## config.mk

```make
export PLATFORM = sky130hd
export DESIGN_NAME = lzbd_packer
export DESIGN_NICKNAME = d
export VERILOG_FILES = /design/src/hw/rtl/lzbd_pkg.sv /design/src/hw/rtl/lzbd_packer.sv
export VERILOG_INCLUDE_DIRS = /design/src /design/src/hw/rtl
export SDC_FILE = /design/constraint.sdc
export NUM_CORES = 1
export LEC_CHECK = 0
export BUFFER_PORTS_ARGS = -buffer_cell sky130_fd_sc_hd__buf_2
export CAP_MARGIN = 15
export CELL_PAD_IN_SITES_DETAIL_PLACEMENT = 0
export CELL_PAD_IN_SITES_GLOBAL_PLACEMENT = 1
export CORE_MARGIN = 2
export CORE_UTILIZATION = 35
export CTS_CLUSTER_SIZE = 8
export DETAILED_ROUTE_END_ITERATION = 10
export MAX_ROUTING_LAYER = met4
export PLACE_DENSITY_LB_ADDON = 0.1
export SYNTH_ARGS = -nofsm -noshare
export SYNTH_HDL_FRONTEND = slang
export SYNTH_SLANG_ARGS = --single-unit
```

## constraint.sdc

```tcl
create_clock -name clock -period 3.75 [get_ports clock]
set_clock_uncertainty 0.2 [all_clocks]
set_input_delay 0.1875 -clock clock [delete_from_list [all_inputs] [get_ports clock]]
set_output_delay 0.1875 -clock clock [all_outputs]
set_load 0.01 [all_outputs]
```

## src/hw/rtl/lz_bitstream_decompressor_unit_assert.svh

```systemverilog
// Assertion macros shared by the LZ bit-stream decompressor modules.
`ifndef LZ_BITSTREAM_DECOMPRESSOR_UNIT_ASSERT_SVH
`define LZ_BITSTREAM_DECOMPRESSOR_UNIT_ASSERT_SVH

// Checks that the consequent holds in the same cycle as the antecedent.
`define LZBD_ASSERT_IMPLY(label, clk, rst, pre, post) \
   label: assert property (@(posedge clk) disable iff (rst) (pre) |-> (post)) \
      else $error("lzbd same-cycle check failed");

// Checks that the consequent holds in the cycle after the antecedent.
`define LZBD_ASSERT_NEXT(label, clk, rst, pre, post) \
   label: assert property (@(posedge clk) disable iff (rst) (pre) |=> (post)) \
      else $error("lzbd next-cycle check failed");

`endif

```

## src/hw/rtl/lzbd_pkg.sv

```systemverilog
// Shared constants and types of the LZ bit-stream decompressor.
`timescale 1ns / 1ps

package lzbd_pkg;

   localparam int WINDOW_DEPTH_DEF    = 16384;
   localparam int MAX_OFFSET_BITS_DEF = 14;
   localparam int LANES_DEF           = 8;
   localparam int OUT_LANES           = 8;
   localparam int BYTE_W              = 8;
   localparam int SIZE_W              = 32;
   localparam int COUNT_W             = 4;

   typedef struct packed {
      logic              valid;
      logic [BYTE_W-1:0] data;
      logic              last;
      logic              done;
      logic              err;
   } lzbd_push_type;

endpackage

```

## src/hw/rtl/lzbd_packer.sv

```systemverilog
// Gathers decoded bytes into lane groups and holds the outgoing response register.
`timescale 1ns / 1ps

module lzbd_packer #(
   parameter int Lanes = lzbd_pkg::LANES_DEF
) (
   input  logic                               clock,
   input  logic                               reset,
   input  lzbd_pkg::lzbd_push_type            push,
   output logic                               pack_ready,
   output logic                               rsp_valid,
   input  logic                               rsp_stall,
   output logic [lzbd_pkg::BYTE_W-1:0]        rsp_bytes [lzbd_pkg::OUT_LANES],
   output logic [lzbd_pkg::COUNT_W-1:0]       rsp_byte_count,
   output logic                               rsp_last_of_run,
   output logic                               rsp_stream_done,
   output logic                               rsp_bad_offset
);
   import lzbd_pkg::*;
   `include "lz_bitstream_decompressor_unit_assert.svh"

   localparam int LW = (Lanes > 1) ? $clog2(Lanes) : 1;

   logic [BYTE_W-1:0]  acc_ff [Lanes];
   logic [BYTE_W-1:0]  acc_in [Lanes];
   logic [LW-1:0]      count_ff, count_in;
   logic               valid_ff, valid_in;
   logic [BYTE_W-1:0]  bytes_ff [OUT_LANES];
   logic [BYTE_W-1:0]  bytes_in [OUT_LANES];
   logic [COUNT_W-1:0] count_out_ff, count_out_in;
   logic               last_ff, last_in;
   logic               done_ff, done_in;
   logic               err_ff, err_in;
   logic               emit;
   logic [BYTE_W-1:0]  wide_acc [OUT_LANES];

   always_comb begin
      pack_ready = !valid_ff || !rsp_stall;
      emit       = push.valid && (push.last || (count_ff == LW'(Lanes - 1)));

      for (int i = 0; i < OUT_LANES; i++) begin
         wide_acc[i] = '0;
      end
      for (int i = 0; i < Lanes; i++) begin
         wide_acc[i] = acc_ff[i];
      end

      acc_in       = acc_ff;
      count_in     = count_ff;
      valid_in     = valid_ff && rsp_stall;
      bytes_in     = bytes_ff;
      count_out_in = count_out_ff;
      last_in      = last_ff;
      done_in      = done_ff;
      err_in       = err_ff;

      if (push.valid) begin
         if (emit) begin
            for (int i = 0; i < OUT_LANES; i++) begin
               if ((i < Lanes) && (LW'(i) == count_ff)) begin
                  bytes_in[i] = push.data;
               end else begin
                  bytes_in[i] = wide_acc[i];
               end
            end
            for (int i = 0; i < Lanes; i++) begin
               acc_in[i] = '0;
            end
            count_in     = '0;
            valid_in     = 1'b1;
            count_out_in = COUNT_W'(count_ff) + COUNT_W'(1);
            last_in      = push.last;
            done_in      = push.done;
            err_in       = push.err;
         end else begin
            acc_in[count_ff] = push.data;
            count_in         = count_ff + LW'(1);
         end
      end
   end

   always_ff @(posedge clock) begin
      if (reset) begin
         for (int i = 0; i < Lanes; i++) begin
            acc_ff[i] <= '0;
         end
         count_ff <= '0;
         valid_ff <= 1'b0;
      end else begin
         acc_ff   <= acc_in;
         count_ff <= count_in;
         valid_ff <= valid_in;
      end
      bytes_ff     <= bytes_in;
      count_out_ff <= count_out_in;
      last_ff      <= last_in;
      done_ff      <= done_in;
      err_ff       <= err_in;
   end

   assign rsp_valid       = valid_ff;
   assign rsp_bytes       = bytes_ff;
   assign rsp_byte_count  = count_out_ff;
   assign rsp_last_of_run = last_ff;
   assign rsp_stream_done = done_ff;
   assign rsp_bad_offset  = err_ff;

   `LZBD_ASSERT_IMPLY(a_push_when_ready, clock, reset, push.valid, pack_ready)
   `LZBD_ASSERT_IMPLY(a_count_range, clock, reset, valid_ff,
      (count_out_ff != '0) && (count_out_ff <= COUNT_W'(Lanes)))
   `LZBD_ASSERT_NEXT(a_run_end_flush, clock, reset, push.valid && push.last,
      (count_ff == '0) && valid_ff && last_ff)

endmodule
```

Yosys cells after proc, flatten, opt, wreduce, memory -nomap -nowiden
Cells that the tools add are included.
Cells by class
  $lt $le $gt $ge: 2
  $add $sub $neg: 2
  bitwise operators: 1
  equal/unequal tests: 8
  reduce and logical (&&, ||, !) cells: 9
  muxes and demuxes: 15
Operators by type and width (count)
  8-bit 2-to-1 mux: 9
  64-bit bitwise mux: 1
  64-bit 2-to-1 mux: 1
  8-bit demux with 3-bit select: 1
  3-bit == test (first input constant): 4
  2-bit by 3-bit == test with 1-bit output (first input constant): 2
  3-bit by 1-bit adder with 4-bit output (second input constant): 1
  4-bit greater-or-equal comparator (second input constant): 1
  4-bit by 1-bit < comparator with 1-bit output (second input constant): 1
  3-bit NOT with 4-bit output: 1
  3-bit by 1-bit adder with 3-bit output (second input constant): 1
  1-bit by 3-bit == test with 1-bit output (first input constant): 1
  3-bit == test (second input constant): 1
  1-bit logical AND: 3
  3-bit logical NOT: 1
  3-bit 2-to-1 mux: 1
  1-bit logical NOT: 2
  1-bit logical OR: 2
  1-bit 2-to-1 mux: 2
  2-bit AND reduction: 1
Storage, ports and cells
  bits of input ports: 15
  logic and storage cells: 59
  output and inout bits: 73
  register bits: 139

Depth between registers and ports, before layout
  depth after elaboration: 7
  mapped depth: 8
  depth with buffers taken out: 5

Worst setup path before layout
OpenSTA, ideal clock, no wires.
  kind: register -> register
  from: register count_ff[0]
  to: register err_ff, in the netlist rsp_bad_offset (enable)
  arrival time: 2.403 ns
  setup time: 0.425 ns
  stages on the path, launching flop included: 6
  path slack: 0.722 ns
  data required time: 3.125 ns
  path through: dfxtp_1 ha_1 ha_1 buf_2 o21ai_1 inv_1
Between the ends
  longest elaborated chain between the ends: 4
RTL lines
  start, declared: RTL line lzbd_packer.sv:26  | logic [LW-1:0] count_ff, count_in;
  start signal, assigned: RTL line lzbd_packer.sv:91  | count_ff <= count_in;
  3-bit == test: RTL line lzbd_packer.sv:39  | emit = push.valid && (push.last || (count_ff == LW'(Lanes - 1)));
  1-bit logical OR: RTL line lzbd_packer.sv:39
  1-bit logical AND: RTL line lzbd_packer.sv:39
  2-bit AND reduction (no source line)
  end signal, assigned: RTL line lzbd_packer.sv:98  | err_ff <= err_in;
  end, declared: RTL line lzbd_packer.sv:33  | logic err_ff, err_in;
No other way between the ends.
A chain may end at the register's enable or synchronous reset.

Worst setup path after layout
  from: register count_ff[0]
  to: register count_ff[2]
Between the ends
  longest elaborated chain between the ends: 4
  elaborated cells between the ends (all ways): 5
  those cells by class: 1 x add/sub; 1 x eq/ne; 1 x mux; 2 x reduce/logical
RTL lines
  branches (longest 3 deep; another with 3-bit by 1-bit adder with 3-bit output)
  3-bit 2-to-1 mux *: RTL line lzbd_packer.sv:58  | if (emit) begin
Mark *: on every way between the ends.

==> results.txt <==
Status - finished, final reports clean
Clk slew on worst S/H paths - 0.06 ns
# Max-Cap Violations - 0
Final Wtd Congestion - 0.734
Sequential share of the synthesized area - 62.9%
First-pass GRT wire length - 19100 µm
Avg Synthesized Cell Area - 12.5 µm²
Top-area cell type share of the netlist area - 38.4%
Slew margin rel. - 45.1%
Syn Inst Count - 445
Antenna diodes - 0
Setup CP Type - reg -> reg
Cell repeated most along the worst path - ha_1
Total number of vias - 3470
Final ANT Viol Nets - 0
DR pass1 iterations - 4
Crit share post-route - 76.8%
Switching power - 765 µW
Final setup fails - 0
Vias in the first global route - 3427
Post-CTS Setup Bufs - 0
Final Hold Vio Count - 0
Iter 0 DRT Violations - 195
DR WL/cell - 16.1 µm
Placed cell count - 717
Flop2flop setup slack - 0.87 ns
Critical Path RT - 3.84 ns
Area leader, netlist - edfxtp_1
CTS tree - built
Slew Limit Fails - 0
Worst path slowest cell - dfxtp_1
Initial antenna violation count - 0
Die Ht - 130 µm
Post-synthesis cell type count - 28
Global Route Usage Sum - 15.9%
CTS root buffer - clkbuf_16
Unrepaired setup endpoints after global routing - no
Peak VDD IR - 309 µV
CP startpoint kind - register
Leakage power - 2.57 nW
IO Port Bufs - 87
H-tree depth - 4
Grt ovf - 0
Critical path peak fanout - 36
Min-delay worst type - in -> reg
Switching part of the total - 21.7%
Internal power - 2.76 mW
CP max stage delay - 0.70 ns
Vias per cell - 4.57
Syn_nets - 466
Sequential share of power - 47.3%
Setup TNS - 0 ns
Max clock buf depth - 2
Most common cell after layout, fill and taps aside - buf_2
PnR Total Power - 3.53 mW
Synthesis warning total - 0
CP cell instances - ha_1, ha_1, o21ai_1, nand2b_2, buf_12, a211oi_1
Post-layout nets - 551
Die ar. - 16900 µm²
Worst R2R Path Depth - 6
WP depth - 6
Area contributors post-synth - edfxtp_1 (38%), dfxtp_1 (24%), mux2_2 (13%)
Comb pwr share - 6.5%
Top-Level Pins - 88
Fmax - 347 MHz
Hold Crit Depth - 3
Largest net degree at the start of global routing - 72
TritonCTS Buffers - 17
Slew @ Worst Pin - 0.822 ns
Fill cells - 1511
Core footprint - 15700 µm²
Die Width - 130 µm
Crit path time final - 2.88 ns
Crit path buf inv count - 1
Final worst slack - 0.871 ns
Clk Latency, worst-skew pair - 0.42 ns
DP Wirelength - 7260 µm
Cell Area, Synth - 5560 µm²
Hold Buf Count CTS - 10
DRC Markers - 0
Crit end category - register
Finished Layout Cells - 759
Layout cells sized above 1 - 34.3%
Number of synthesized register bits - 139
Power per cell area - 519 nW/µm²
Clk sink count - 139
Commonest cells after routing, fill and taps aside - buf_2 (87), nand2_1 (84), edfxtp_1 (71)
Area growth syn-to-layout - 22.4%
Clock share of power - 46.3%
Final WL - 12200 µm
Cell family with most CP delay - flip-flops
Starting Density - 35.4%
CTS resizes - 0
Pre-CTS setup slack - 0.905 ns
Number of cell rows - 46
Final core occ - 43.3%
Worst EP arrival - 2.96 ns
-- worst reg2reg max path, stage by stage, from the launching register on --
cell	delay [ns]
dfxtp_1	0.70
ha_1	0.28
ha_1	0.42
o21ai_1	0.23
nand2b_2	0.54
buf_12	0.29
a211oi_1	0.09
-- cell type report --
class                           count  area, µm²  area share [%]
Sequential cell                   139       3490            51.4
Multi-Input combinational cell    268       1860            27.4
Timing Repair Buffer               99        576            8.47
Clock buffer                       24        482            7.09
Tap cell                          216        270            3.97
Clock inverter                      8       95.1            1.40
Inverter                            5       18.8           0.276
-- power by group through the flow --
stage / combinational [mW] / clock, mW / sequential, mW
3_5_place_dp: 0.223 / 0 / 1.70
3_3_place_gp: 0.222 / 0 / 1.70
4_1_cts: 0.232 / 1.67 / 1.67
2_1_floorplan: 0.129 / 0 / 1.71
5_1_grt: 0.253 / 1.74 / 1.67
6_report: 0.228 / 1.63 / 1.67
-- sequential cells by signal (all words and copies together), names as in the netlist --
| signal | cells |
|---|---|
| rsp_stream_done | 1 |
| acc_ff | 64 |
| rsp_bytes | 64 |
| count_ff | 3 |
| rsp_valid | 1 |
| rsp_last_of_run | 1 |
| rsp_byte_count | 4 |
| rsp_bad_offset | 1 |
-- through the flow --
step | cell area, µm² | hold WS [ns]
2_1_floorplan | 5560 | 0.0566
3_3_place_gp | 6120 | 0.165
3_5_place_dp | 6120 | 0.166
4_1_cts | 6800 | 0.00403
5_1_grt | 6800 | 0.0248
6_report | 6800 | 0.00614
-- path summary, 6_finish.rpt --
path,start,end
min reg2reg,acc_ff[63],acc_ff[63]
max,count_ff[0],count_ff[2]
min,push[5],acc_ff[10]
max reg2reg,count_ff[0],count_ff[2]
-- kinds of logic after synthesis --
kind of cell / Yosys count / share of synthesized area (%)
AO/OA/AOI/OAI: 43 / 3.92
XOR/XNOR: 1 / 0.158
adder cells (fa/ha/maj): 6 / 1.35
buffers and inverters: 38 / 3.63
flip-flops: 139 / 62.9
multiplexers: 89 / 17.5
AND/OR/NAND/NOR: 129 / 10.6
-- metal layers --
| layer | up-vias | share of wire [%] | global-route usage, % |
|---|---|---|---|
| met4 | 0 | 1.6 | 6.83 |
| met5 | - | 0 | - |
| met3 | 15 | 4.1 | 4.14 |
| li1 | 1728 | - | - |
| met1 | 1645 | 49 | 20.9 |
| met2 | 82 | 46 | 23.3 |
-- Yosys cell counts --
library cell  count
nand2_1          84
edfxtp_1         71
dfxtp_1          68
mux2_2           64
a21oi_1          41
nor2_1           27
mux2i_1          25
clkbuf_1         14
buf_2             8
buf_4             7
ha_1              6
inv_1             5
and4b_1           3
buf_6             3
nand4b_1          3
nor2b_1           3
and4bb_2          2
a211oi_1          1
and4_1            1
and4bb_1          1
buf_1             1
nand2b_1          1
nand4_1           1
nor3_1            1
nor4b_4           1
o21ai_1           1
or4b_1            1
xnor2_1           1
(Power assumes the default switching activity.)
