## config.mk

```make
export PLATFORM = sky130hd
export DESIGN_NAME = lzbd_decoder
export DESIGN_NICKNAME = d
export VERILOG_FILES = /design/src/hw/rtl/lzbd_pkg.sv /design/src/hw/rtl/lzbd_decoder.sv
export VERILOG_INCLUDE_DIRS = /design/src /design/src/hw/rtl
export SDC_FILE = /design/constraint.sdc
export NUM_CORES = 1
export LEC_CHECK = 0
export BUFFER_PORTS_ARGS = -buffer_cell sky130_fd_sc_hd__buf_4
export CORE_MARGIN = 1.5
export CORE_UTILIZATION = 48
export DETAILED_ROUTE_END_ITERATION = 8
export PLACE_DENSITY = 0.77
export SYNTH_ARGS = -nofsm -noshare
export SYNTH_HDL_FRONTEND = slang
export SYNTH_SLANG_ARGS = --single-unit
```

## constraint.sdc

```tcl
create_clock -name clock -period 5.2 [get_ports clock]
set_clock_uncertainty 0.15 [all_clocks]
set_input_delay 0.26 -clock clock [delete_from_list [all_inputs] [get_ports clock]]
set_output_delay 0.26 -clock clock [all_outputs]
set_load 0.005 [all_outputs]
```

## src/hw/rtl/lz_bitstream_decompressor_unit_assert.svh

```systemverilog
// Assertion macros shared by the LZ bit-stream decompressor modules.
`ifndef LZ_BITSTREAM_DECOMPRESSOR_UNIT_ASSERT_SVH
`define LZ_BITSTREAM_DECOMPRESSOR_UNIT_ASSERT_SVH

// Checks that the consequent holds in the same cycle as the antecedent.
`define LZBD_ASSERT_IMPLY(label, clk, rst, pre, post) \
   label: assert property (@(posedge clk) disable iff (rst) (pre) |-> (post)) \
      else $error("lzbd same-cycle check failed");

// Checks that the consequent holds in the cycle after the antecedent.
`define LZBD_ASSERT_NEXT(label, clk, rst, pre, post) \
   label: assert property (@(posedge clk) disable iff (rst) (pre) |=> (post)) \
      else $error("lzbd next-cycle check failed");

`endif

```

## src/hw/rtl/lzbd_pkg.sv

```systemverilog
// Shared constants and types of the LZ bit-stream decompressor.
`timescale 1ns / 1ps

package lzbd_pkg;

   localparam int WINDOW_DEPTH_DEF    = 16384;
   localparam int MAX_OFFSET_BITS_DEF = 14;
   localparam int LANES_DEF           = 8;
   localparam int OUT_LANES           = 8;
   localparam int BYTE_W              = 8;
   localparam int SIZE_W              = 32;
   localparam int COUNT_W             = 4;

   typedef struct packed {
      logic              valid;
      logic [BYTE_W-1:0] data;
      logic              last;
      logic              done;
      logic              err;
   } lzbd_push_type;

endpackage

```

## src/hw/rtl/lzbd_decoder.sv

```systemverilog
// Token parser and match copy sequencer of the LZ bit-stream decompressor.
`timescale 1ns / 1ps

module lzbd_decoder #(
   parameter int WindowDepth   = lzbd_pkg::WINDOW_DEPTH_DEF,
   parameter int MaxOffsetBits = lzbd_pkg::MAX_OFFSET_BITS_DEF
) (
   input  logic                               clock,
   input  logic                               reset,
   input  logic                               req_valid,
   output logic                               req_stall,
   input  logic                               req_in_bit,
   input  logic                               csr_write_enable,
   input  logic [lzbd_pkg::SIZE_W-1:0]        csr_write_data,
   input  logic                               pack_ready,
   output lzbd_pkg::lzbd_push_type            push,
   output logic                               ram_wr_en,
   output logic [$clog2(WindowDepth)-1:0]     ram_wr_addr,
   output logic [lzbd_pkg::BYTE_W-1:0]        ram_wr_data,
   output logic                               ram_rd_en,
   output logic [$clog2(WindowDepth)-1:0]     ram_rd_addr,
   input  logic [lzbd_pkg::BYTE_W-1:0]        ram_rd_data
);
   import lzbd_pkg::*;
   `include "lz_bitstream_decompressor_unit_assert.svh"

   localparam int AW       = $clog2(WindowDepth);
   localparam int BW       = $clog2(MaxOffsetBits + 1);
   localparam int OffLimit = 1 << MaxOffsetBits;

   typedef enum logic [2:0] {
      PH_FLAG,
      PH_LIT,
      PH_OFF,
      PH_UNARY,
      PH_LEN8
   } phase_type;

   phase_type            phase_ff, phase_in;
   logic [BW-1:0]        bits_ff, bits_in;
   logic [MaxOffsetBits-1:0] off_ff, off_in;
   logic [BYTE_W-1:0]    len_ff, len_in;
   logic [2:0]           unary_ff, unary_in;
   logic                 err_ff, err_in;
   logic [SIZE_W-1:0]    pos_ff, pos_in;
   logic [SIZE_W-1:0]    size_ff, size_in;
   logic [BYTE_W-1:0]    copy_left_ff, copy_left_in;
   logic                 rd_pend_ff, rd_pend_in;
   logic [AW-1:0]        src_ff, src_in;
   logic                 src_ok_ff, src_ok_in;
   logic                 fwd_ff, fwd_in;
   logic [BYTE_W-1:0]    last_byte_ff, last_byte_in;

   logic                 accept, take, copy_busy, lit_done, fin;
   logic                 issue, resolve, off_gt;
   logic [BYTE_W-1:0]    fin_len, copy_n, lit_byte, copy_byte, wr_byte;
   logic [SIZE_W-1:0]    pos_inc, remain, src_diff;
   logic [15:0]          pos_low;
   logic [BW-1:0]        off_width;

   function automatic logic [4:0] bit_len16(input logic [15:0] v);
      logic [4:0] n;
      n = '0;
      for (int i = 0; i < 16; i++) begin
         if (v[i]) begin
            n = 5'(i + 1);
         end
      end
      return n;
   endfunction

   always_comb begin
      copy_busy = (copy_left_ff != '0) || rd_pend_ff;
      req_stall = copy_busy || !pack_ready;
      accept    = req_valid && !req_stall;
      take      = accept && (pos_ff < size_ff);
      pos_inc   = pos_ff + 32'd1;

      lit_byte  = {len_ff[BYTE_W-2:0], req_in_bit};
      lit_done  = take && (phase_ff == PH_LIT) && (bits_ff == BW'(1));
      fin       = take && (((phase_ff == PH_UNARY) && req_in_bit) ||
                           ((phase_ff == PH_LEN8) && (bits_ff == BW'(1))));
      fin_len   = (phase_ff == PH_UNARY) ? {5'd0, unary_ff} : lit_byte;
      remain    = size_ff - pos_ff;
      copy_n    = (32'(fin_len) < remain) ? fin_len : remain[BYTE_W-1:0];
      off_gt    = 32'(off_ff) > pos_ff;
      src_diff  = pos_ff - 32'(off_ff);

      pos_low   = pos_ff[15:0];
      off_width = (17'(pos_low) < 17'(OffLimit)) ? BW'(bit_len16(pos_low))
                                                  : BW'(MaxOffsetBits);

      issue     = (copy_left_ff != '0) && pack_ready;
      resolve   = rd_pend_ff && pack_ready;
      copy_byte = !src_ok_ff ? '0 : (fwd_ff ? last_byte_ff : ram_rd_data);
      wr_byte   = lit_done ? lit_byte : copy_byte;

      ram_wr_en   = lit_done || resolve;
      ram_wr_addr = pos_ff[AW-1:0];
      ram_wr_data = wr_byte;
      ram_rd_en   = issue;
      ram_rd_addr = src_ff;

      push.valid = ram_wr_en;
      push.data  = wr_byte;
      push.last  = lit_done || (copy_left_ff == '0);
      push.done  = pos_inc >= size_ff;
      push.err   = err_ff;
   end

   always_comb begin
      phase_in     = phase_ff;
      bits_in      = bits_ff;
      off_in       = off_ff;
      len_in       = len_ff;
      unary_in     = unary_ff;
      err_in       = err_ff;
      pos_in       = pos_ff;
      size_in      = size_ff;
      copy_left_in = copy_left_ff;
      rd_pend_in   = rd_pend_ff;
      src_in       = src_ff;
      src_ok_in    = src_ok_ff;
      fwd_in       = fwd_ff;
      last_byte_in = last_byte_ff;

      if (csr_write_enable) begin
         size_in = csr_write_data;
      end

      if (take) begin
         unique case (phase_ff)
            PH_FLAG: begin
               if (!req_in_bit) begin
                  phase_in = PH_LIT;
                  bits_in  = BW'(BYTE_W);
                  len_in   = '0;
               end else begin
                  off_in   = '0;
                  unary_in = 3'd2;
                  bits_in  = off_width;
                  phase_in = (off_width == '0) ? PH_UNARY : PH_OFF;
               end
            end
            PH_LIT: begin
               len_in  = lit_byte;
               bits_in = bits_ff - BW'(1);
               if (bits_ff == BW'(1)) begin
                  phase_in = PH_FLAG;
               end
            end
            PH_OFF: begin
               off_in  = {off_ff[MaxOffsetBits-2:0], req_in_bit};
               bits_in = bits_ff - BW'(1);
               if (bits_ff == BW'(1)) begin
                  phase_in = PH_UNARY;
               end
            end
            PH_UNARY: begin
               if (!req_in_bit) begin
                  unary_in = unary_ff + 3'd1;
                  if (unary_ff == 3'd7) begin
                     phase_in = PH_LEN8;
                     bits_in  = BW'(BYTE_W);
                     len_in   = '0;
                  end
               end
            end
            PH_LEN8: begin
               len_in  = lit_byte;
               bits_in = bits_ff - BW'(1);
            end
            default: begin
               phase_in = PH_FLAG;
            end
         endcase
      end

      if (fin) begin
         phase_in     = PH_FLAG;
         unary_in     = 3'd2;
         err_in       = err_ff || off_gt;
         copy_left_in = copy_n;
         src_in       = src_diff[AW-1:0];
         src_ok_in    = (off_ff != '0) && !off_gt;
         fwd_in       = off_ff == MaxOffsetBits'(1);
      end

      if (pack_ready) begin
         rd_pend_in = issue;
         if (issue) begin
            copy_left_in = copy_left_ff - BYTE_W'(1);
            src_in       = src_ff + AW'(1);
         end
      end

      if (ram_wr_en) begin
         pos_in       = pos_inc;
         last_byte_in = wr_byte;
      end
   end

   always_ff @(posedge clock) begin
      if (reset) begin
         phase_ff     <= PH_FLAG;
         bits_ff      <= '0;
         off_ff       <= '0;
         len_ff       <= '0;
         unary_ff     <= 3'd2;
         err_ff       <= 1'b0;
         pos_ff       <= '0;
         size_ff      <= '0;
         copy_left_ff <= '0;
         rd_pend_ff   <= 1'b0;
         src_ok_ff    <= 1'b0;
         fwd_ff       <= 1'b0;
      end else begin
         phase_ff     <= phase_in;
         bits_ff      <= bits_in;
         off_ff       <= off_in;
         len_ff       <= len_in;
         unary_ff     <= unary_in;
         err_ff       <= err_in;
         pos_ff       <= pos_in;
         size_ff      <= size_in;
         copy_left_ff <= copy_left_in;
         rd_pend_ff   <= rd_pend_in;
         src_ok_ff    <= src_ok_in;
         fwd_ff       <= fwd_in;
      end
      src_ff       <= src_in;
      last_byte_ff <= last_byte_in;
   end

   `LZBD_ASSERT_IMPLY(a_no_req_during_copy, clock, reset, copy_busy, !accept)
   `LZBD_ASSERT_NEXT(a_pos_step, clock, reset, push.valid, pos_ff == $past(pos_ff) + 32'd1)
   `LZBD_ASSERT_NEXT(a_err_sticky, clock, reset, err_ff, err_ff)

endmodule

```

Word level (Yosys, flattened, before mapping)
Cells that the tools add are included.
{"block": "classes", "n_reduce_logical": 36, "muxes": 48, "order_cmp": 5, "addsub": 7, "n_bitwise": 1, "eq_ne": 13}
{"op": "$mux W4", "n": 19}
{"op": "$mux W8", "n": 8}
{"op": "$mux W14", "n": 4}
{"op": "$add A32 B1 Y32 const B", "n": 1}
{"op": "$ge A32 B32 Y1", "n": 1}
{"op": "$gt A14 B32 Y1", "n": 1}
{"op": "$lt A32 B32 Y1", "n": 1}
{"op": "$lt A8 B32 Y1", "n": 1}
{"op": "$sub A32 B32 Y32", "n": 1}
{"op": "$pmux W14 S2", "n": 1}
{"op": "$mux W7", "n": 3}
{"op": "$pmux W7 S3", "n": 1}
{"op": "$mux W3", "n": 6}
{"op": "$lt A16 B15 Y1 const B", "n": 1}
{"op": "$pmux W3 S5", "n": 1}
{"op": "$add A14 B1 Y14 const B", "n": 1}
{"op": "$eq A14 B1 Y1 const B", "n": 1}
{"op": "$reduce_bool A14 Y1", "n": 1}
{"op": "$sub A14 B14 Y14", "n": 1}
{"op": "$pmux W4 S3", "n": 1}
{"op": "$logic_and A1 B1 Y1", "n": 10}
{"op": "$logic_not A8 Y1", "n": 1}
{"op": "$ne A2 B2 Y1 const B", "n": 4}
{"op": "$reduce_and A4 Y1", "n": 2}
{"op": "other kinds (24)", "n": 38}
{"block": "word_totals", "output_inout_bits": 51, "wordCells": 124, "reg_bits": 129, "inputBits": 46}

Longest topological paths before layout
Gate-level depths: netlist of run 1.
{"block": "logic_depth", "word_depth": 21, "ltp_mapped": 20, "depth_no_buf": 20}

Worst setup path after synthesis of run 1
No wires, ideal clock.
{"block": "synth_path", "kind": "flip-flop to output port", "startpoint": "register pos_ff[0]", "endpoint": "output push[1] (netlist name)", "t_required_ps": 4790, "arrival_time_ps": 4256, "n_path_buf": 1, "slack_ps": 534, "path_stages_with_launch": 21, "path_cell_list": "dfxtp_1 ha_1 nand3_1 or4_4 nor3_4 nand3_4 or3_4 nor3_4 or4b_1 buf_2 xnor2_1 ha_1 a21oi_1 nor2b_1 o21ai_0 nand2b_1 a21oi_1 nor2b_1 o21ai_0 nand2_1 or3_1"}
{"element": "start, declared", "line": "lzbd_decoder.sv:45", "source": "logic [SIZE_W-1:0] pos_ff, pos_in;"}
{"element": "start signal, assigned", "line": "lzbd_decoder.sv:224", "source": "pos_ff <= pos_in;"}
{"element": "end, declared", "line": "lzbd_decoder.sv:16", "source": "output lzbd_pkg::lzbd_push_type push,"}

==> results of run 1 <==
[metal layers]
layer | global-route usage | vias to the layer above | routed length, um
met5 | 0 | - | 0
met4 | 0.137 | 0 | 1410
met3 | 0.0383 | 86 | 2150
met2 | 0.471 | 430 | 15700
met1 | 0.339 | 5107 | 13400
li1 | - | 5147 | -
[cell families (layout without fill, tap and decap cells)]
logic type | Yosys count | after routing | synth area share
multiplexers | 61 | 61 | 0.0582
AND/OR/NAND/NOR | 477 | 477 | 0.222
buffers and inverters | 191 | 289 | 0.0754
adder cells (fa/ha/maj) | 109 | 109 | 0.127
XOR/XNOR | 74 | 74 | 0.0598
AO/OA/AOI/OAI | 352 | 352 | 0.211
flip-flops | 129 | 129 | 0.246
[final cells by class]
type,count,area share
inverter,103,0.0303
timing repair buffer,154,0.0975
sequential,129,0.210
tap,280,0.0275
clock inverter,13,0.0125
multi-input combinational,1073,0.586
clock buffer,19,0.0364
[state kept, by name, indices dropped and copies added (netlist names), 3 cells and up]
register	cells
pos_ff	32
size_ff	32
off_ff	14
ram_rd_addr	14
copy_left_ff	8
last_byte_ff	8
len_ff	7
bits_ff	4
phase_ff	3
unary_ff	3
[critical path, cell delays in order (launching register included)]
cell      delay [ps]
dfxtp_2          350
ha_4             160
nand3_4          100
or4_4            450
nor3_4           200
nand3_4          100
or3_4            400
nor3_4           160
or4b_4           530
xnor2_2          160
ha_1             320
a21oi_2          120
nor2b_1           50
o21ai_1          120
nand2b_1          70
a21oi_1          150
nor2b_1           60
o21ai_1          130
nand2_1           70
or3_4            330
buf_4            150
[where the power goes]
| group | switching [mW] | leakage [nW] | internal (mW) | total (mW) |
|---|---|---|---|---|
| logic | 0.663 | 3.94 | 0.500 | 1.16 |
| clock network | 0.524 | 0.303 | 0.765 | 1.29 |
| registers | 0.0974 | 1.07 | 1.09 | 1.18 |
[final timing paths]
path | depth (start not counted) | end | slack [ps]
min | 3 | len_ff[0]$_SDFFE_PP0P_ | 40
max | 20 | push[1] | 170
min reg2reg | 1 | err_ff$_SDFFE_PP0P_ | 330
max reg2reg | 19 | copy_left_ff[4]$_SDFF_PP0_ | 450
[Yosys cell counts, drive strengths merged (5+ instances only)]
master / number
a21boi: 5
a311oi: 5
nor2b: 15
or3: 23
o21a: 20
a22o: 14
a221oi: 5
o21ai: 74
or4: 6
inv: 102
nand3: 47
a21oi: 102
xor2: 13
clkbuf: 47
a31oi: 11
o211ai: 12
nor4: 23
buf: 41
a211oi: 16
o21bai: 7
edfxtp: 8
a21o: 26
ha: 107
mux2: 16
nand4: 29
nand2b: 21
nand2: 103
o22ai: 11
dfxtp: 121
and3: 8
o31a: 5
xnor2: 61
nor3: 35
nor2: 138
mux2i: 45
[repair_timing]
item,CTS,global route
pin swaps,11,7
buffers inserted,7,2
resized for setup,17,17
setup endpoints to repair,1,1
gates cloned,0,0
hold buffers,33,0
hold endpoints to repair,33,0
[cell usage in the layout, fill, tap and decap left out, types with 31 or more instances in the layout]
cell type      instances
a21oi_1               99
xnor2_1               60
nor2_1               133
nor3_1                31
nand3_1               44
dfxtp_1              113
buf_4                120
ha_1                 106
dlygate4sd3_1         33
nand2_1              102
o21ai_0               71
mux2i_1               45
inv_1                100
==> summary.log, run 1 <==
[placed_design] Place WS 209 ps
[clock_network] clock tree from TritonCTS done
[placed_design] port bufs 96
[die] Boundary Pins 97
[synth] Distinct cells, synth 82
[die] width of the die 153 um
[timing] Tightest Pin Transition 1000 ps
[placed_design] standard cell area after detailed placement 0.0116 mm^2
[placed_design] Placed Cells incl. Taps 1697
[clock_network] # clock sinks 129
[power_and_ir_drop] power density of the placed cells 285 mW/mm^2
[setup_path] data arrival time at the worst-slack endpoint 4620 ps
[layout] diode count 0
[synth] cell taking the most area after synthesis dfxtp_1
[synth] per-instance average area after synthesis 7.78 um^2
[clock_network] clock buffers created by TritonCTS 17
[detailed_routing] remaining number of nets flagged by the antenna check after routing 0
[detailed_routing] residual DRC count 13
[global_routing] overflow left after global routing 0
[setup_path] critical path endpoint category output pin
[setup_path] launching element type of the critical path flip-flop
[layout] fraction of layout instances using a drive strength above 1 0.153
[timing] setup repair after global routing missed its margin no
[die] die boundary height 153 um
[detailed_routing] detail-routed net length per standard cell 18.4 um
[detailed_routing] total wire length 32600 um
[layout] final design area excluding fillers 0.0127 mm^2
[setup_path] Crit Reg-Reg Startpoint pos_ff[2]$_SDFFE_PP0P_
[run] count of maximum capacitance violations 0
[status] result of the run complete, but fails checks
[global_routing] largest net degree at the start of global routing 92
[timing] Final TNS setup 0 ps
[timing] count of endpoints failing setup in the final report 0
[setup_path] crit path max fanout 5
[synth] proportion of synthesized flip-flops having asynchronous set or reset 0
[timing] final worst path period need 5030 ps
[status] violated checks DRC
[timing] Final Worst Setup Slack 173 ps
[setup_path] startpoint of the most critical setup path pos_ff[1]$_SDFFE_PP0P_
[placed_design] Routability Congestion 0.935
[die] standard cell core area 0.0220 mm^2
[worst_hold_path] launch point of the worst hold path req_in_bit
[layout] post-layout utilization of the core 0.580
[clock_network] clock-pin slew on the worst setup and hold paths 70 ps
[layout] count of fill cells added during filler insertion 1904
[power_and_ir_drop] static power due to leakage 5.31 nW
[synth] Mapped Nets 1548
[clock_network] master cell of the clock root buffer clkbuf_16
[layout] multi-input logic area 0.00747 mm^2
[worst_hold_path] Tightest Hold Check Type in -> reg
[synth] sequential cell area fraction in the yosys report 0.246
[power_and_ir_drop] Max IR drop VDD 259 uV
[detailed_routing] number of optimization iterations in the first detailed-route pass 8
[synth] ranking of synthesized cells by area dfxtp_1 (22%), ha_1 (12%), xnor2_1 (4.9%)
[timing] total count of max-transition violations in the final report 0
[layout] final non-filler cell total 1771
[clock_network] clock network latency to the later pin of the worst-skew pair 430 ps
[power_and_ir_drop] total power 3.63 mW
[synth] post-synthesis instance area 0.0108 mm^2
[synth] count of flip-flops with a built-in enable after synthesis 8
[timing] Period Utilization, post-route 0.967
[die] starting utilization of the core area 0.493
[setup_path] critical path class reg -> out
[synth] area share of the largest cell type after synthesis 0.224
[layout] area delta synth->final 17.6%
[layout] Final nets 1633
[synth] primary flip-flop cell chosen by synthesis mapping dfxtp_1
[placed_design] detailed placement HPWL 24300 um
[timing] final hold vios 0
[clock_network] H-tree level count 4
[detailed_routing] Vias 10800
[layout] combined flip-flop and latch cell area 0.00268 mm^2
[setup_path] worst path required time 4790 ps
[timing] worst slew margin relative to its limit 0.331
[clock_network] number of buffers on the longest clock path 2
[detailed_routing] Via density 6.08
[global_routing] number of antenna violations at the first check in global routing 0
[synth] yosys synthesis warning count 0
[timing] worst hold slack 42.6 ps
[synth] gate count of the mapped netlist 1393
[global_routing] global-route usage over all layers 0.276
[die] total number of placement rows 54
[detailed_routing] violation count after the first detailed-route iteration 1000
[global_routing] via count of the first global-routing pass 10200
[global_routing] wire length of the first global-routing pass 52000 um
[synth] register bit count reported by yosys 129
[die] Die Area 0.0235 mm^2
[timing] highest clock rate 199 MHz
(Power assumes the default switching activity.)
==> inputs of run 2 (changes only) <==
--- a/config.mk
+++ b/config.mk
@@ -6,11 +6,12 @@
 export SDC_FILE = /design/constraint.sdc
 export NUM_CORES = 1
 export LEC_CHECK = 0
-export BUFFER_PORTS_ARGS = -buffer_cell sky130_fd_sc_hd__buf_4
+export BUFFER_PORTS_ARGS = -buffer_cell sky130_fd_sc_hd__clkbuf_2
 export CORE_MARGIN = 1.5
 export CORE_UTILIZATION = 48
 export DETAILED_ROUTE_END_ITERATION = 8
 export PLACE_DENSITY = 0.77
+export SETUP_SLACK_MARGIN = 0.02
 export SYNTH_ARGS = -nofsm -noshare
 export SYNTH_HDL_FRONTEND = slang
 export SYNTH_SLANG_ARGS = --single-unit
==> run 2 against run 1 <==
The run still ends with DRC left; final cell count fell by 0.17%; clock-buffer cell count did not move; power fell by 1.8%; routed wire length fell by 2.1%; worst setup slack improved by 34 ps; cell area fell by 2.4%; first-iteration DRC count fell by 4.3%; non-clock buffer count fell by 3; largest cell class unchanged; highest routed layer unchanged.
==> summary.log, run 2 (same netlist as run 1, synthesis figures left out) <==
[status] result of the run complete, but fails checks
[status] violated checks DRC
[global_routing] grt met2 use 0.468
[detailed_routing] total wire length 31900 um
[clock_network] number of buffers on the longest clock path 2
[power_and_ir_drop] static power due to leakage 5.22 nW
[die] Die Area 0.0235 mm^2
[placed_design] port bufs 96
[timing] count of endpoints failing setup in the final report 0
[setup_path] crit path max fanout 6
[global_routing] overflow left after global routing 0
[timing] Period Utilization, post-route 0.960
[die] width of the die 153 um
[setup_path] launching element type of the critical path flip-flop
[layout] final design area excluding fillers 0.0124 mm^2
[detailed_routing] detail-routed net length per standard cell 18.0 um
[power_and_ir_drop] switching share of total power 0.362
[global_routing] number of antenna violations at the first check in global routing 0
[layout] most frequent cells in the layout nor2_1 (135), dfxtp_1 (113), ha_1 (106)
[clock_network] clock buffers created by TritonCTS 17
[power_and_ir_drop] clock network fraction of total power 0.354
[power_and_ir_drop] power density of the placed cells 287 mW/mm^2
[timing] final hold vios 0
[power_and_ir_drop] combinational share of power 0.314
[setup_path] critical path endpoint category output pin
[clock_network] clock network latency to the later pin of the worst-skew pair 430 ps
[timing] highest clock rate 200 MHz
[global_routing] via count of the first global-routing pass 10100
[setup_path] worst path required time 4790 ps
[global_routing] most used routing layer in global routing met2
[worst_hold_path] Tightest Hold Check Type in -> reg
[layout] area delta synth->final 14.7%
[timing] final worst path period need 4990 ps
[power_and_ir_drop] sw power 1.29 mW
[detailed_routing] Via density 6.01
[setup_path] critical path class reg -> out
[global_routing] met1 track demand over resource 0.332
[timing] worst slew margin relative to its limit 0.260
[placed_design] detailed placement HPWL 24200 um
[layout] post-layout utilization of the core 0.566
[detailed_routing] violation count after the first detailed-route iteration 957
[layout] Final nets 1630
[placed_design] standard cell area after detailed placement 0.0114 mm^2
[global_routing] global-route usage over all layers 0.272
[clock_network] clock-pin slew on the worst setup and hold paths 70 ps
[detailed_routing] number of optimization iterations in the first detailed-route pass 8
[placed_design] Routability Congestion 0.964
[run] count of maximum capacitance violations 0
[layout] registers with the most flip-flops pos_ff (32), size_ff (32)
[timing] Final TNS setup 0 ps
[power_and_ir_drop] part of the total power dissipated in sequential elements 0.332
[power_and_ir_drop] Max IR drop VDD 220 uV
[timing] setup repair after global routing missed its margin no
[die] standard cell core area 0.0220 mm^2
[global_routing] GR Layer Usage met3 0.0445
[layout] fraction of layout instances using a drive strength above 1 0.149
[die] Boundary Pins 97
[layout] diode count 0
[power_and_ir_drop] internal power consumption 2.28 mW
[clock_network] # clock sinks 129
[clock_network] H-tree level count 4
[detailed_routing] residual DRC count 13
[clock_network] master cell of the clock root buffer clkbuf_16
[setup_path] data arrival time at the worst-slack endpoint 4580 ps
[die] die boundary height 153 um
[global_routing] wire length of the first global-routing pass 51100 um
[global_routing] largest net degree at the start of global routing 55
[clock_network] clock tree from TritonCTS done
[layout] most frequent standard cell in the layout excluding fill and tap cells nor2_1
[timing] total count of max-transition violations in the final report 0
[die] starting utilization of the core area 0.493
[timing] Tightest Pin Transition 1110 ps
[detailed_routing] Vias 10600
[detailed_routing] remaining number of nets flagged by the antenna check after routing 0
[die] total number of placement rows 54
run 2: cell count changes in the layout (fill, tap and decap cells not counted), sizes merged:
| cell | before | now |
|---|---|---|
| dlygate4sd3 | 33 | 32 |
| clkbuf | 19 | 114 |
| bufinv | 2 | 1 |
| inv | 111 | 110 |
| clkinv | 1 | 3 |
| buf | 121 | 24 |
run 2: final cells by class:
| cell class | count | area, um^2 |
|---|---|---|
| Fill cell | 1998 | 9530 |
| Tap cell | 280 | 350 |
| Inverter | 103 | 387 |
| Clock buffer | 19 | 475 |
| Timing Repair Buffer | 151 | 973 |
| Sequential cell | 129 | 2680 |
| Multi-Input combinational cell | 1073 | 7430 |
| Clock inverter | 13 | 134 |
run 2: metal layers:
| layer | wire length [um] | share of wire | up-vias |
|---|---|---|---|
| met5 | 0 | 0 | - |
| met4 | 1300 | 0.041 | 0 |
| met3 | 2210 | 0.069 | 72 |
| met2 | 15200 | 0.48 | 425 |
| met1 | 13200 | 0.41 | 4988 |
| li1 | - | - | 5144 |
run 2: stage by stage:
stage / power (mW) / setup slack, ps / hold WS, ps / cells
after floorplan: 1.96 / 534 / 206 / 1393
after global placement: 2.25 / 228 / 316 / 1696
after detailed placement: 2.28 / 195 / 326 / 1696
after CTS: 3.56 / 25.9 / 13.3 / 1767
after global routing: 3.75 / 11.1 / 33.3 / 1768
final: 3.57 / 207 / 25.0 / 1768
run 2: worst max-delay path: stages, from the launching register on:
cell and delay (ps):
dfxtp_2 350, ha_4 150, nand3_4 100, or4_4 450, nor3_4 200, nand3_4 100
or3_4 390, nor3_4 150, or4b_4 540, xnor2_1 160, ha_1 330, a21oi_2 130
nor2b_1 50, o21ai_1 130, nand2b_1 70, a21oi_1 120, nor2b_1 60, o21ai_1 110
nand2_1 50, or3_1 360, clkbuf_2 130
run 2: timing repair:
action	4_1_cts	5_1_grt
pin swaps	6	8
endpoints found under the setup margin	1	1
buffers inserted	7	1
hold endpoints to repair	32	0
hold buffers	32	0
gates resized for setup	14	13
run 2: path summary, 6_finish.rpt:
check | cells past startpoint | from | slack (ps) | to
worst max-delay path | 20 | pos_ff[1]$_SDFFE_PP0P_ | 210 | push[1]
worst min register to register | 1 | err_ff$_SDFFE_PP0P_ | 340 | err_ff$_SDFFE_PP0P_
worst min-delay path | 2 | pack_ready | 20 | rd_pend_ff$_SDFFE_PP0P_
worst max register to register | 19 | pos_ff[2]$_SDFFE_PP0P_ | 320 | copy_left_ff[0]$_SDFF_PP0_
run 2: power by group through the flow:
stage | clock network [mW] | logic [mW] | registers, mW
finish | 1.26 | 1.12 | 1.18
global route | 1.32 | 1.23 | 1.20
CTS | 1.28 | 1.10 | 1.18
detailed placement | 0 | 1.07 | 1.20
global placement | 0 | 1.06 | 1.20
floorplan | 0 | 0.782 | 1.17
